**src/sv/lnf_ram.sv**
```systemverilog
`timescale 1ns / 1ps
// ----------------------------------------------------------------------------
// lnf_ram: generic single write, single read memory
// One write port and one read port with registered read data.
// ----------------------------------------------------------------------------
module lnf_ram #(
    parameter int WIDTH = 16,
    parameter int DEPTH = 64
) (
    input  logic                     clk,
    input  logic                     we,
    input  logic [$clog2(DEPTH)-1:0] waddr,
    input  logic [WIDTH-1:0]         wdata,
    input  logic [$clog2(DEPTH)-1:0] raddr,
    output logic [WIDTH-1:0]         rdata
);

    logic [WIDTH-1:0] mem [DEPTH];

    always_ff @(posedge clk)
    begin
        if (we)
        begin
            mem[waddr] <= wdata;
        end
        rdata <= mem[raddr];
    end

endmodule

```
**config.mk**
```make
export PLATFORM = sky130hd
export DESIGN_NAME = lnf_ram
export DESIGN_NICKNAME = d
export VERILOG_FILES = /design/src/sv/lnf_ram.sv
export SDC_FILE = /design/constraint.sdc
export NUM_CORES = 1
export LEC_CHECK = 0
export ABC_CLOCK_PERIOD_IN_PS = 7600
export BUFFER_PORTS_ARGS = -buffer_cell sky130_fd_sc_hd__buf_2
export CAP_MARGIN = 40
export CORE_ASPECT_RATIO = 1.75
export CORE_MARGIN = 2
export CORE_UTILIZATION = 35
export DETAILED_ROUTE_END_ITERATION = 16
export PLACE_DENSITY = 0.59
export SLEW_MARGIN = 10
export SYNTH_ARGS = -nofsm -noshare
export SYNTH_HDL_FRONTEND = slang
export SYNTH_SLANG_ARGS = --single-unit
```
**constraint.sdc**
```tcl
create_clock -name clk -period 7.6 [get_ports clk]
set_input_delay 1.52 -clock clk [delete_from_list [all_inputs] [get_ports clk]]
set_output_delay 1.52 -clock clk [all_outputs]
set_load 0.03 [all_outputs]
```
# Yosys cells after proc, flatten, opt, wreduce, memory -nomap -nowiden
# Memories as Yosys holds them, arrays and structs flattened. A register that Yosys moved wholly into a read port is not among the register bits.
# Index checks and enable logic that the tools add are counted.
# W data, S select, Z words.
dict set report word_totals {
  ff_bits 0
  ramBits 1024
  memories 1
}
dict set report classes {
  muxes 2
}
# memory depth word_bits read_ports rd_clocked_by_memory_dff wr line_no
set memory_table {}
lappend memory_table {mem 64 16 1 1 1 18} ;# logic [WIDTH-1:0] mem [DEPTH];
# op count
set ops {}
lappend ops {{$mux W1} 2}

# Depth between registers and ports, before layout
dict set report logic_depth {
  word_depth 2
  mapped_depth 10
  depth_no_buf 5
}

# Least setup slack after synthesis
# Ideal clock, no wire load.
dict set report synth_timing {
  path_kind {input to register}
  startpoint {in waddr[3]}
  endpoint {mem mem[48][0], enable pin}
  setup_time_ps 409
  t_arrival_ps 3146
  required_time_ps 7191
  path_slack_ps 4045
  path_stages 4
  path_cell_list {clkbuf_1 -> nor2b_1 -> nand4b_1 -> nor3_1}
}
# item line_no
set synth_rtl {}
lappend synth_rtl {{from (decl)} 12} ;# input logic [$clog2(DEPTH)-1:0] waddr,
lappend synth_rtl {{to (decl)} 18}
# Straight into the memory's write port.

==> results.json <==
{
  "crit_start": "raddr[1]",
  "path_cells": "buf_6 -> buf_4 -> buf_4 -> mux4_2 -> nor2b_1 -> a211o_1 -> a31oi_1 -> a311oi_1",
  "reg2reg_slack_ns": 5.34,
  "endpoint": "rdata[11]",
  "drive_gt1_share_pct": 26.4,
  "fin_nets": 1994,
  "path_max_fanout": 45,
  "final_cell_mix": "1024 x edfxtp_1, 220 x mux4_2, 93 x buf_4, 87 x clkbuf_16, 85 x mux2i_1",
  "crit_type": "in -> reg",
  "firstDrtPassIters": 7,
  "worst_path_most_repeated_cell": "buf_4",
  "reg2reg_depth": 5,
  "die_w_um": 260,
  "die_area_um2": 117000,
  "fin_skew_ns": 0.0281,
  "cp.arrival_ns": 4.58,
  "grt_antenna_before_repair": 7,
  "worstSetupStartpointType": "primary input",
  "num_rows": 164,
  "detail_route.iter0.violations": 1424,
  "cts_hold_buf": 0,
  "post-route-util_pct": 39.6,
  "hp-class": "reg -> reg",
  "ctsResizeCount": 0,
  "timing.rr.end": "rdata[0]",
  "synthFlopType": "edfxtp_1",
  "final_cells": 3528,
  "r2r_start": "mem[6][0]",
  "cts_buffers": 86,
  "path_clk_slew_ns": 0.08,
  "die_h_um": 451,
  "timing.fmax_ghz": 0.248,
  "fin_crit_sh_pct": 53.0,
  "routedWlPerCell_um": 28.4,
  "wl_um": 100000,
  "ys_types": 43,
  "gr-usage-all-layers_pct": 17.2,
  "vias": 18788,
  "ys_warn_count": 0,
  "drv_slew": 0,
  "setup_viol": 0,
  "core-area_um2": 114000,
  "grt_first_pass_wirelength_um": 144000,
  "cts_max_level": 3,
  "grt_pass1_vias": 19989,
  "hold_viol_final": 0,
  "ys_ff_latch": 1040,
  "yosysSeqAreaShare_pct": 77.6,
  "endpoint_kind": "flip-flop",
  "drv_cap": 0,
  "ios": 46,
  "worst_ep_required_time_ns": 8.14,
  "syn_area_per_cell_um2": 21.9,
  "tns_ns": 0,
  "area_growth_pct": 12.5,
  "slew_headroom_pct": 36.8,
  "gp_congestion": 0.832,
  "cellPowerDensity_nw_per_um2": 251,
  "root_buffer": "clkbuf_16",
  "syn_area_um2": 40000,
  "post-route-min-period_ns": 4.03,
  "worst_pin_slew_ns": 0.948,
  "drtAntennaViolNets": 0,
  "cts.sinks": 1040,
  "cts_buffer_depth": 3,
  "start_util_pct": 35.2,
  "cts_tree": "yes",
  "cpPeakStageDelay_ns": 0.69,
  "grt_max_degree": 86,
  "cts_setup_buffers": 0,
  "syn_nets": 1859,
  "drc_errors": 0,
  "syn-instance-count": 1829,
  "port_buffers": 45,
  "ir_worst_vdd_mv": 0.160,
  "synthArstFlopShare_pct": 0,
  "hpwl_um": 61900,
  "layout_commonest_cell": "edfxtp_1",
  "leakage_nw": 14.0,
  "fillers": 10015,
  "insertion_delay_ns": 0.68,
  "rsz0062_at_grt": "false",
  "status": "completed",
  "slowest_stage": "buf_4",
  "grt-ovfl-total": 0,
  "dp_cells": 3370,
  "vias_per_cell": 5.33,
  "hp-start": "mem[10][2]",
  "synth_edf_count": 1024
}
## Yosys cell counts (17+ instances only)
cell | n | share of area, %
buf_2 | 36 | 0.45
nor2_1 | 72 | 0.67
a21oi_1 | 17 | 0.21
nand2_1 | 59 | 0.55
edfxtp_1 | 1024 | 77
mux2i_1 | 85 | 2.1
nand3_1 | 24 | 0.30
clkbuf_1 | 24 | 0.22
nor2b_1 | 30 | 0.47
mux4_2 | 220 | 12
a22oi_1 | 39 | 0.73
buf_6 | 17 | 0.48
mux2_2 | 27 | 0.76
## flip-flops by register name (all words and copies together), names as in the netlist
signal,flops
mem,1024
rdata,16
## cells by family after synthesis
group	after synthesis	share of synthesized area (%)
flops	1040	77.6
simple gates	220	2.65
buf+inv	104	1.83
compound gates	129	2.41
mux	336	15.5
## layer usage
| metal | up-vias | wire length, µm | global-route usage (%) |
|---|---|---|---|
| met5 | - | 40 | 0 |
| li1 | 7920 | - | - |
| met4 | 6 | 5480 | 8.77 |
| met1 | 10081 | 36100 | 19.5 |
| met2 | 591 | 54200 | 31.4 |
| met3 | 190 | 4370 | 2.46 |
## area by class of cell
type | instances | area [µm²] | area share, %
repair buffers | 151 | 1140 | 2.53
diodes | 2 | 5.00 | 0.0111
multi-input cells | 685 | 8270 | 18.4
clock inverters | 55 | 472 | 1.05
clock buffers | 101 | 2230 | 4.95
flip-flops and latches | 1040 | 31100 | 69.0
well taps | 1494 | 1870 | 4.15
## power breakdown
| part | internal (mW) | total [mW] | switching (mW) |
|---|---|---|---|
| clock network | 2.30 | 4.34 | 2.04 |
| logic | 0.208 | 0.619 | 0.411 |
| registers | 6.35 | 6.37 | 0.0207 |
## critical path: cells and delay by family
family	cells	cell delay [ns]
buf+inv	3	1.67
mux	1	0.42
simple gates	1	0.14
compound gates	3	0.74
## metrics by stage
stage               worst slack, ns  power (mW)  area (µm²)  hold WS (ns)
floorplan                      4.05        6.83       40000         0.750
global placement               2.70        7.11       42200         0.889
detailed placement             2.83        7.12       42400         0.872
CTS                            3.57        11.4       45100         0.896
global route                   3.45        11.6       45100         0.942
finish                         3.57        11.3       45100         0.884
## how the worst min path moves through the flow
stage,end,cells after the start,slack [ns]
floorplan,rdata[10],5,0.75
global placement,rdata[2],4,0.89
detailed placement,rdata[2],4,0.87
CTS,rdata[2],4,0.90
global route,rdata[2],4,0.94
finish,rdata[2],4,0.88
Note: power is estimated with default switching activity, not from simulation.
