## src/sv/lnf_pkg.sv

```systemverilog
`timescale 1ns / 1ps
// ----------------------------------------------------------------------------
// lnf_pkg: shared types and constants for the layer normalization block
// Holds widths, command and register codes, and the structs that pass
// between the front end, the back end and the top level.
// ----------------------------------------------------------------------------
package lnf_pkg;

    localparam int MAX_ROW = 64;
    localparam int DATA_W  = 16;
    localparam int ADDR_W  = $clog2(MAX_ROW);
    localparam int LEN_W   = $clog2(MAX_ROW + 1);
    localparam int INV_W   = 24;
    localparam int SUM_W   = DATA_W + ADDR_W + 1;
    localparam int SQ_W    = 2 * DATA_W + 2;
    localparam int SS_W    = 2 * DATA_W + ADDR_W + 1;
    localparam int DIVD_W  = 61;
    localparam int DIVS_W  = 55;
    localparam int ROOT_W  = 46;
    localparam int CFG_IDX_W = 1;

    localparam logic [DIVS_W-1:0] EPS_Q32 = DIVS_W'(42950);

    localparam logic CMD_TABLE  = 1'b0;
    localparam logic CMD_SAMPLE = 1'b1;

    localparam logic [CFG_IDX_W-1:0] REG_ROW_LENGTH  = 1'b0;
    localparam logic [CFG_IDX_W-1:0] REG_APPLY_SHIFT = 1'b1;

    // One completed row waiting for the back end.
    typedef struct packed {
        logic             valid;
        logic [LEN_W-1:0] len;
    } lnf_job_t;

    // One result entry in the output queue.
    typedef struct packed {
        logic [DATA_W-1:0] normalized;
        logic [DATA_W-1:0] mean;
        logic [INV_W-1:0]  inv;
        logic              last;
    } lnf_result_t;

endpackage

```

## src/sv/lnf_front.sv

```systemverilog
`timescale 1ns / 1ps
// ----------------------------------------------------------------------------
// lnf_front: request intake and row assembly
// Writes table entries and row samples and hands completed rows to the
// back end through a one-entry job queue.
// ----------------------------------------------------------------------------
module lnf_front (
    input  logic                        clk,
    input  logic                        rst_n,
    input  logic                        push,
    input  logic                        command,
    input  logic [lnf_pkg::ADDR_W-1:0]  entry_index,
    input  logic [lnf_pkg::DATA_W-1:0]  sample,
    input  logic [lnf_pkg::DATA_W-1:0]  scale_value,
    input  logic [lnf_pkg::DATA_W-1:0]  shift_value,
    input  logic                        end_of_row,
    input  logic [lnf_pkg::LEN_W-1:0]   row_length,
    input  logic                        back_idle,
    input  logic                        job_take,
    output logic                        full,
    output lnf_pkg::lnf_job_t           job,
    output logic                        row_we,
    output logic [lnf_pkg::ADDR_W-1:0]  row_waddr,
    output logic [lnf_pkg::DATA_W-1:0]  row_wdata,
    output logic                        tab_we,
    output logic [lnf_pkg::ADDR_W-1:0]  tab_waddr,
    output logic [lnf_pkg::DATA_W-1:0]  scale_wdata,
    output logic [lnf_pkg::DATA_W-1:0]  shift_wdata
);
    import lnf_pkg::*;

    logic [LEN_W-1:0] count_reg;
    logic [LEN_W-1:0] count_next;
    logic [LEN_W-1:0] lim;
    lnf_job_t         job_reg;
    logic             accept;
    logic             row_done;

    // A row length of zero acts as one; anything past the store depth is capped.
    always_comb
    begin
        if (row_length == '0)
        begin
            lim = LEN_W'(1);
        end
        else if (row_length > LEN_W'(MAX_ROW))
        begin
            lim = LEN_W'(MAX_ROW);
        end
        else
        begin
            lim = row_length;
        end
    end

    assign full       = job_reg.valid | ~back_idle;
    assign accept     = push & ~full;
    assign count_next = count_reg + 1'b1;
    assign row_done   = end_of_row | (count_next >= lim);

    assign row_we      = accept & (command == CMD_SAMPLE);
    assign row_waddr   = count_reg[ADDR_W-1:0];
    assign row_wdata   = sample;
    assign tab_we      = accept & (command == CMD_TABLE);
    assign tab_waddr   = entry_index;
    assign scale_wdata = scale_value;
    assign shift_wdata = shift_value;

    always_ff @(posedge clk or negedge rst_n)
    begin
        if (!rst_n)
        begin
            count_reg     <= '0;
            job_reg.valid <= 1'b0;
            job_reg.len   <= '0;
        end
        else
        begin
            if (job_take)
            begin
                job_reg.valid <= 1'b0;
            end
            if (row_we)
            begin
                if (row_done)
                begin
                    count_reg     <= '0;
                    job_reg.valid <= 1'b1;
                    job_reg.len   <= count_next;
                end
                else
                begin
                    count_reg <= count_next;
                end
            end
        end
    end

    assign job = job_reg;

endmodule

```

## config.mk

```make
export PLATFORM = sky130hd
export DESIGN_NAME = lnf_front
export DESIGN_NICKNAME = d
export VERILOG_FILES = /design/src/sv/lnf_pkg.sv /design/src/sv/lnf_front.sv
export SDC_FILE = /design/constraint.sdc
export NUM_CORES = 1
export LEC_CHECK = 0
export ABC_AREA = 1
export BUFFER_PORTS_ARGS = -buffer_cell sky130_fd_sc_hd__buf_2
export CORE_UTILIZATION = 34
export CTS_BUF_LIST = sky130_fd_sc_hd__clkbuf_4
export CTS_CLUSTER_DIAMETER = 60
export DETAILED_ROUTE_END_ITERATION = 6
export GPL_TIMING_DRIVEN = 1
export PLACE_DENSITY = 0.89
export SLEW_MARGIN = 30
export SYNTH_ARGS = -nofsm -noshare
export SYNTH_HDL_FRONTEND = slang
export SYNTH_SLANG_ARGS = --single-unit
```

## constraint.sdc

```tcl
create_clock -name clk -period 1.8 [get_ports clk]
set_input_delay 0 -clock clk [delete_from_list [all_inputs] [get_ports clk]]
set_output_delay 0 -clock clk [all_outputs]
set_load 0.01 [all_outputs]
```

== Word-level counts from Yosys, hierarchy flattened ==
Index checks and enable logic that the tools add are counted.
Cells by class
  add/subtract/negate cells: 1
  magnitude comparators: 2
  mux-type cells: 6
  bitwise operators: 8
  reductions and logical operators: 2
Operators by type and width (number)
  $mux W7: 3
  $mux W8: 2
  $add A7 B1 Y7 const B: 1
  $ge A7 B7 Y1: 1
  $gt A7 B7 Y1 const B: 1
  $logic_not A7 Y1: 1
  $and A1 B1 Y1: 3
  $not A1 Y1: 3
  $or A1 B1 Y1: 2
  $reduce_and A2 Y1: 1
  $mux W1: 1
Storage, ports and cells
  register bits: 15
  output and inout bits: 71
  logic and storage cells: 22

== Longest topological paths before layout ==
  depth in word-level cells: 7
  gate-level depth with buffers: 15
  mapped depth without buffers: 15

== Least setup slack after synthesis ==
Ideal clock, no wire load.
  path kind: reg-to-reg
  start: register count_reg[0]
  end: register job_reg (netlist bit job[2])
  library setup time: 0.117 ns
  arrival: 1.836 ns
  slack: -0.153 ns
  stages on the path, launching flop included: 13
  path buffers: 1
  clock period less this slack: 1.953 ns
  cell sequence: dfrtp_1 > ha_1 > nand3_2 > o21ai_1 > nand2_2 > ha_1 > nand2_1 > inv_1 > a21oi_2 > nand2_2 > buf_6 > nand3_1 > nand2_1
On the way
  longest elaborated chain between the ends: 4
Ends and longest elaborated chain
  start: declaration: line lnf_front.sv:32  | logic [LEN_W-1:0] count_reg;
  start signal: assignment: line lnf_front.sv:93  | count_reg <= count_next;
  $add A7 B1 Y7: line lnf_front.sv:58  | assign count_next = count_reg + 1'b1;
  net count_next[6]: line lnf_front.sv:33  | logic [LEN_W-1:0] count_next;
  $ge A7 B7 Y1: line lnf_front.sv:59  | assign row_done = end_of_row | (count_next >= lim);
  $or A1 B1 Y1: line lnf_front.sv:59
  $reduce_and A2 Y1 (no source line)
  end: declaration: line lnf_front.sv:35  | lnf_job_t job_reg;
The timed path passes the listed nets, and every way through them passes these cells.
A chain may end at the register's enable or synchronous reset.

== Worst setup path in the final report ==
  start: register count_reg[1]
  end: register job_reg (netlist bit job[2])
Same word-level chain as after synthesis.

==> flow_summary.toml <==
[setup_path]
start_kind = "register"
cp_cell_sequence = "ha_4 > nand3_4 > nor2_2 > nand2_1 > nand2_2 > ha_4 > nand2_4 > inv_4 > a21oi_4 > nand2_4 > buf_6 > nand3_2 > nand2_1"
critical_path.slowest_cell = "dfrtp_1"
arrival_ns = 2.16
required_ns = 1.98
cp_max_fo = 6
crit_buf_inv = 2
criticalPathCategory = "reg2reg"
crit_family = "simple AND/OR/NAND/NOR gates"
max_stage_delay_ns = 0.43
crit_path_end_kind = "register"

[power_and_ir_drop]
p_sw_share_pct = 36.5
p_int_uw = 681
p_per_area_mw_per_mm2 = 686
power.leakage_nw = 0.811
total_power_mw = 1.07
ir_drop_v = 0.000219
combPwrFrac_pct = 41.8
p_sw_uw = 391
p_clk_share_pct = 18.1
power_frac_seq_pct = 40.1

[floorplanning]
fp.dieH_um = 67.3
initial_core_util_pct = 35.7
fp-row-count = 23
pin_count = 139
dieArea_mm2 = 0.00453
core_mm2 = 0.00406
die_width_um = 67.3

[outcome]
status = "finished, violations left"
violations = "setup timing"

[layout]
finish.utilization_pct = 38.5
final-seq-area_um2 = 378
stdcell_area_mm2 = 0.00156
nNetsFinal = 261
drive_gt1_share_pct = 51.1
multi_input_area_um2 = 714
fin_cells = 234
area_delta_synth_final_pct = 7.68
largest_reg_flops = 8
fillers = 421
antenna_cells = 0

[yosys]
synth_seq_cells = 15
ys_top_cells_by_area = "buf_4 (31%), dfrtp_1 (26%), nand2_1 (13%), ha_1 (6.9%), nand3_1 (3.1%)"
syn_nets = 267
synth_edf_count = 0
yosys.area.top_type_share_pct = 31.1
synthArstFlopShare_pct = 100
ys_types = 22
netlist_instances = 191
post-synth-top-count-cell = "buf_4"
synthesis.area_mm2 = 0.00145
ys_warn_count = 0
synthFlopType = "dfrtp_1"
yosysSeqAreaShare_pct = 25.9
yosys-top-cells-count = "buf_4 (60), nand2_1 (52), dfrtp_1 (15)"
synth_top_cell_by_area = "buf_4"
synth_area_per_cell_um2 = 7.59

[routing]
avgViaCountPerCell = 4.59
vias = 1073
drc = 0
first_iter_violations = 30
wl_um = 2970
drt-pass1-iter-count = 4
ant_nets = 0
routedWlPerCell_um = 12.7

[sta]
setup_viol = 15
hold_viol = 0
grt_setup_unrepaired = "yes"
worstMarginPinSlew_ns = 0.337
maxSlewHeadroom_pct = 77.5
final.period_utilization_pct = 110
final.setup.worst_slack_ns = -0.172
fmax_mhz = 507
period_needed_ns = 1.97
skew_ns = 0.00923
drv_slew = 0

[clock_network]
clockBufferDepth = 2
cts_buffers = 3
path_clk_slew_ns = 0.08
clk_latency_ns = 0.29
cts.sinks = 15
cts_max_level = 1
cts_tree = "done"
ctsRootBufferMaster = "clkbuf_4"

[placed_design]
place_ws_ns = -0.180
dpl.hpwl_um = 2230
io_buffers = 30
gp_congestion = 0.809
place_inst = 224
placed_area_mm2 = 0.00135

[grt]
grt_max_degree = 19
grt_pass1_wl_um = 4460
antenna_found_initial = 0
grt.overflow.total = 0
grt_pass1_vias = 1032
grt_usage_pct = 13.2

[job]
drv_cap = 0

[hold_path]
hold_class = "in2out"
## stage by stage
stage | TNS, ns | hold slack (ns)
6_report | -2.19 | 0.00000444
5_1_grt | -3.70 | 0.0000151
4_1_cts | -2.22 | 0.0000686
3_5_place_dp | -2.33 | -0.0808
3_3_place_gp | -0.977 | -0.0871
2_1_floorplan | -0.411 | -0.296
## placed cells by master, fill, tap and decap left out, drive strengths merged
master       synthesis  final
buf                 62     49
dfrtp               15     15
a21oi                2      2
xor2                 3      3
nor2                10     10
inv                 13     13
clkbuf               0      3
nand2               56     56
clkinv               1      2
dlygate4sd3          0      2
o22ai                1      1
o21ai                9      9
ha                   8      8
nand3               11     11
## power by group through the flow
stage / logic (mW) / registers [mW] / clock network [mW]
finish: 0.448 / 0.430 / 0.194
global route: 0.501 / 0.437 / 0.218
CTS: 0.406 / 0.425 / 0.204
detailed placement: 0.381 / 0.433 / 0
global placement: 0.373 / 0.430 / 0
floorplan: 0.342 / 0.443 / 0
## logic make-up (layout without fill, tap and decap cells)
kind of cell             count (synthesis)  in the layout  synth area share (%)
AO/OA/AOI/OAI                           12             12                  4.75
XOR/XNOR                                 3              3                  2.33
adder cells (fa/ha/maj)                  8              8                  6.90
buffers and inverters                   76             69                  36.2
flip-flops                              15             15                  25.9
AND/OR/NAND/NOR                         77             77                  23.9
## path summary, 6_finish.rpt
kind                                 start         endpoint  slack (ns)  depth (start not counted)
max                           count_reg[1]           job[2]       -0.17                         13
min                        shift_value[11]  shift_wdata[11]    0.000004                          0
max reg2reg                   count_reg[1]           job[2]       -0.17                         13
min reg2reg                         job[3]           job[3]        0.48                          2
max in group asynchronous            rst_n     count_reg[0]        1.39                          2
min in group asynchronous            rst_n     count_reg[5]        0.13                          2
## layout make-up
type	count	area share [%]
multi-input cells	100	45.8
clock buffers	3	1.44
well taps	50	4.01
inverters	14	3.53
flip-flops and latches	15	24.2
repair buffers	51	20.8
clock inverters	1	0.321
## routing by layer
metal | part of all wire [%] | track usage [%] | up-vias
li1 | - | - | 521
met1 | 36 | 13.1 | 493
met2 | 52 | 22.8 | 41
met3 | 8.5 | 4.56 | 18
met4 | 3.8 | 9.31 | 0
met5 | 0 | 0 | -
## worst register-to-register path, cell delays in order (launching register included)
cell,delay (ns)
dfrtp_1,0.43
ha_4,0.18
nand3_4,0.13
nor2_2,0.13
nand2_1,0.08
nand2_2,0.10
ha_4,0.22
nand2_4,0.07
inv_4,0.04
a21oi_4,0.16
nand2_4,0.11
buf_6,0.14
nand3_2,0.05
nand2_1,0.05
## timing repair
action	in CTS	in global routing
resized for setup	0	34
hold buffers	2	0
endpoints found under the hold margin	16	0
pin swaps	0	21
endpoints found under the setup margin	15	15
setup buffers	3	1
Power figures use the tool's default switching activity.
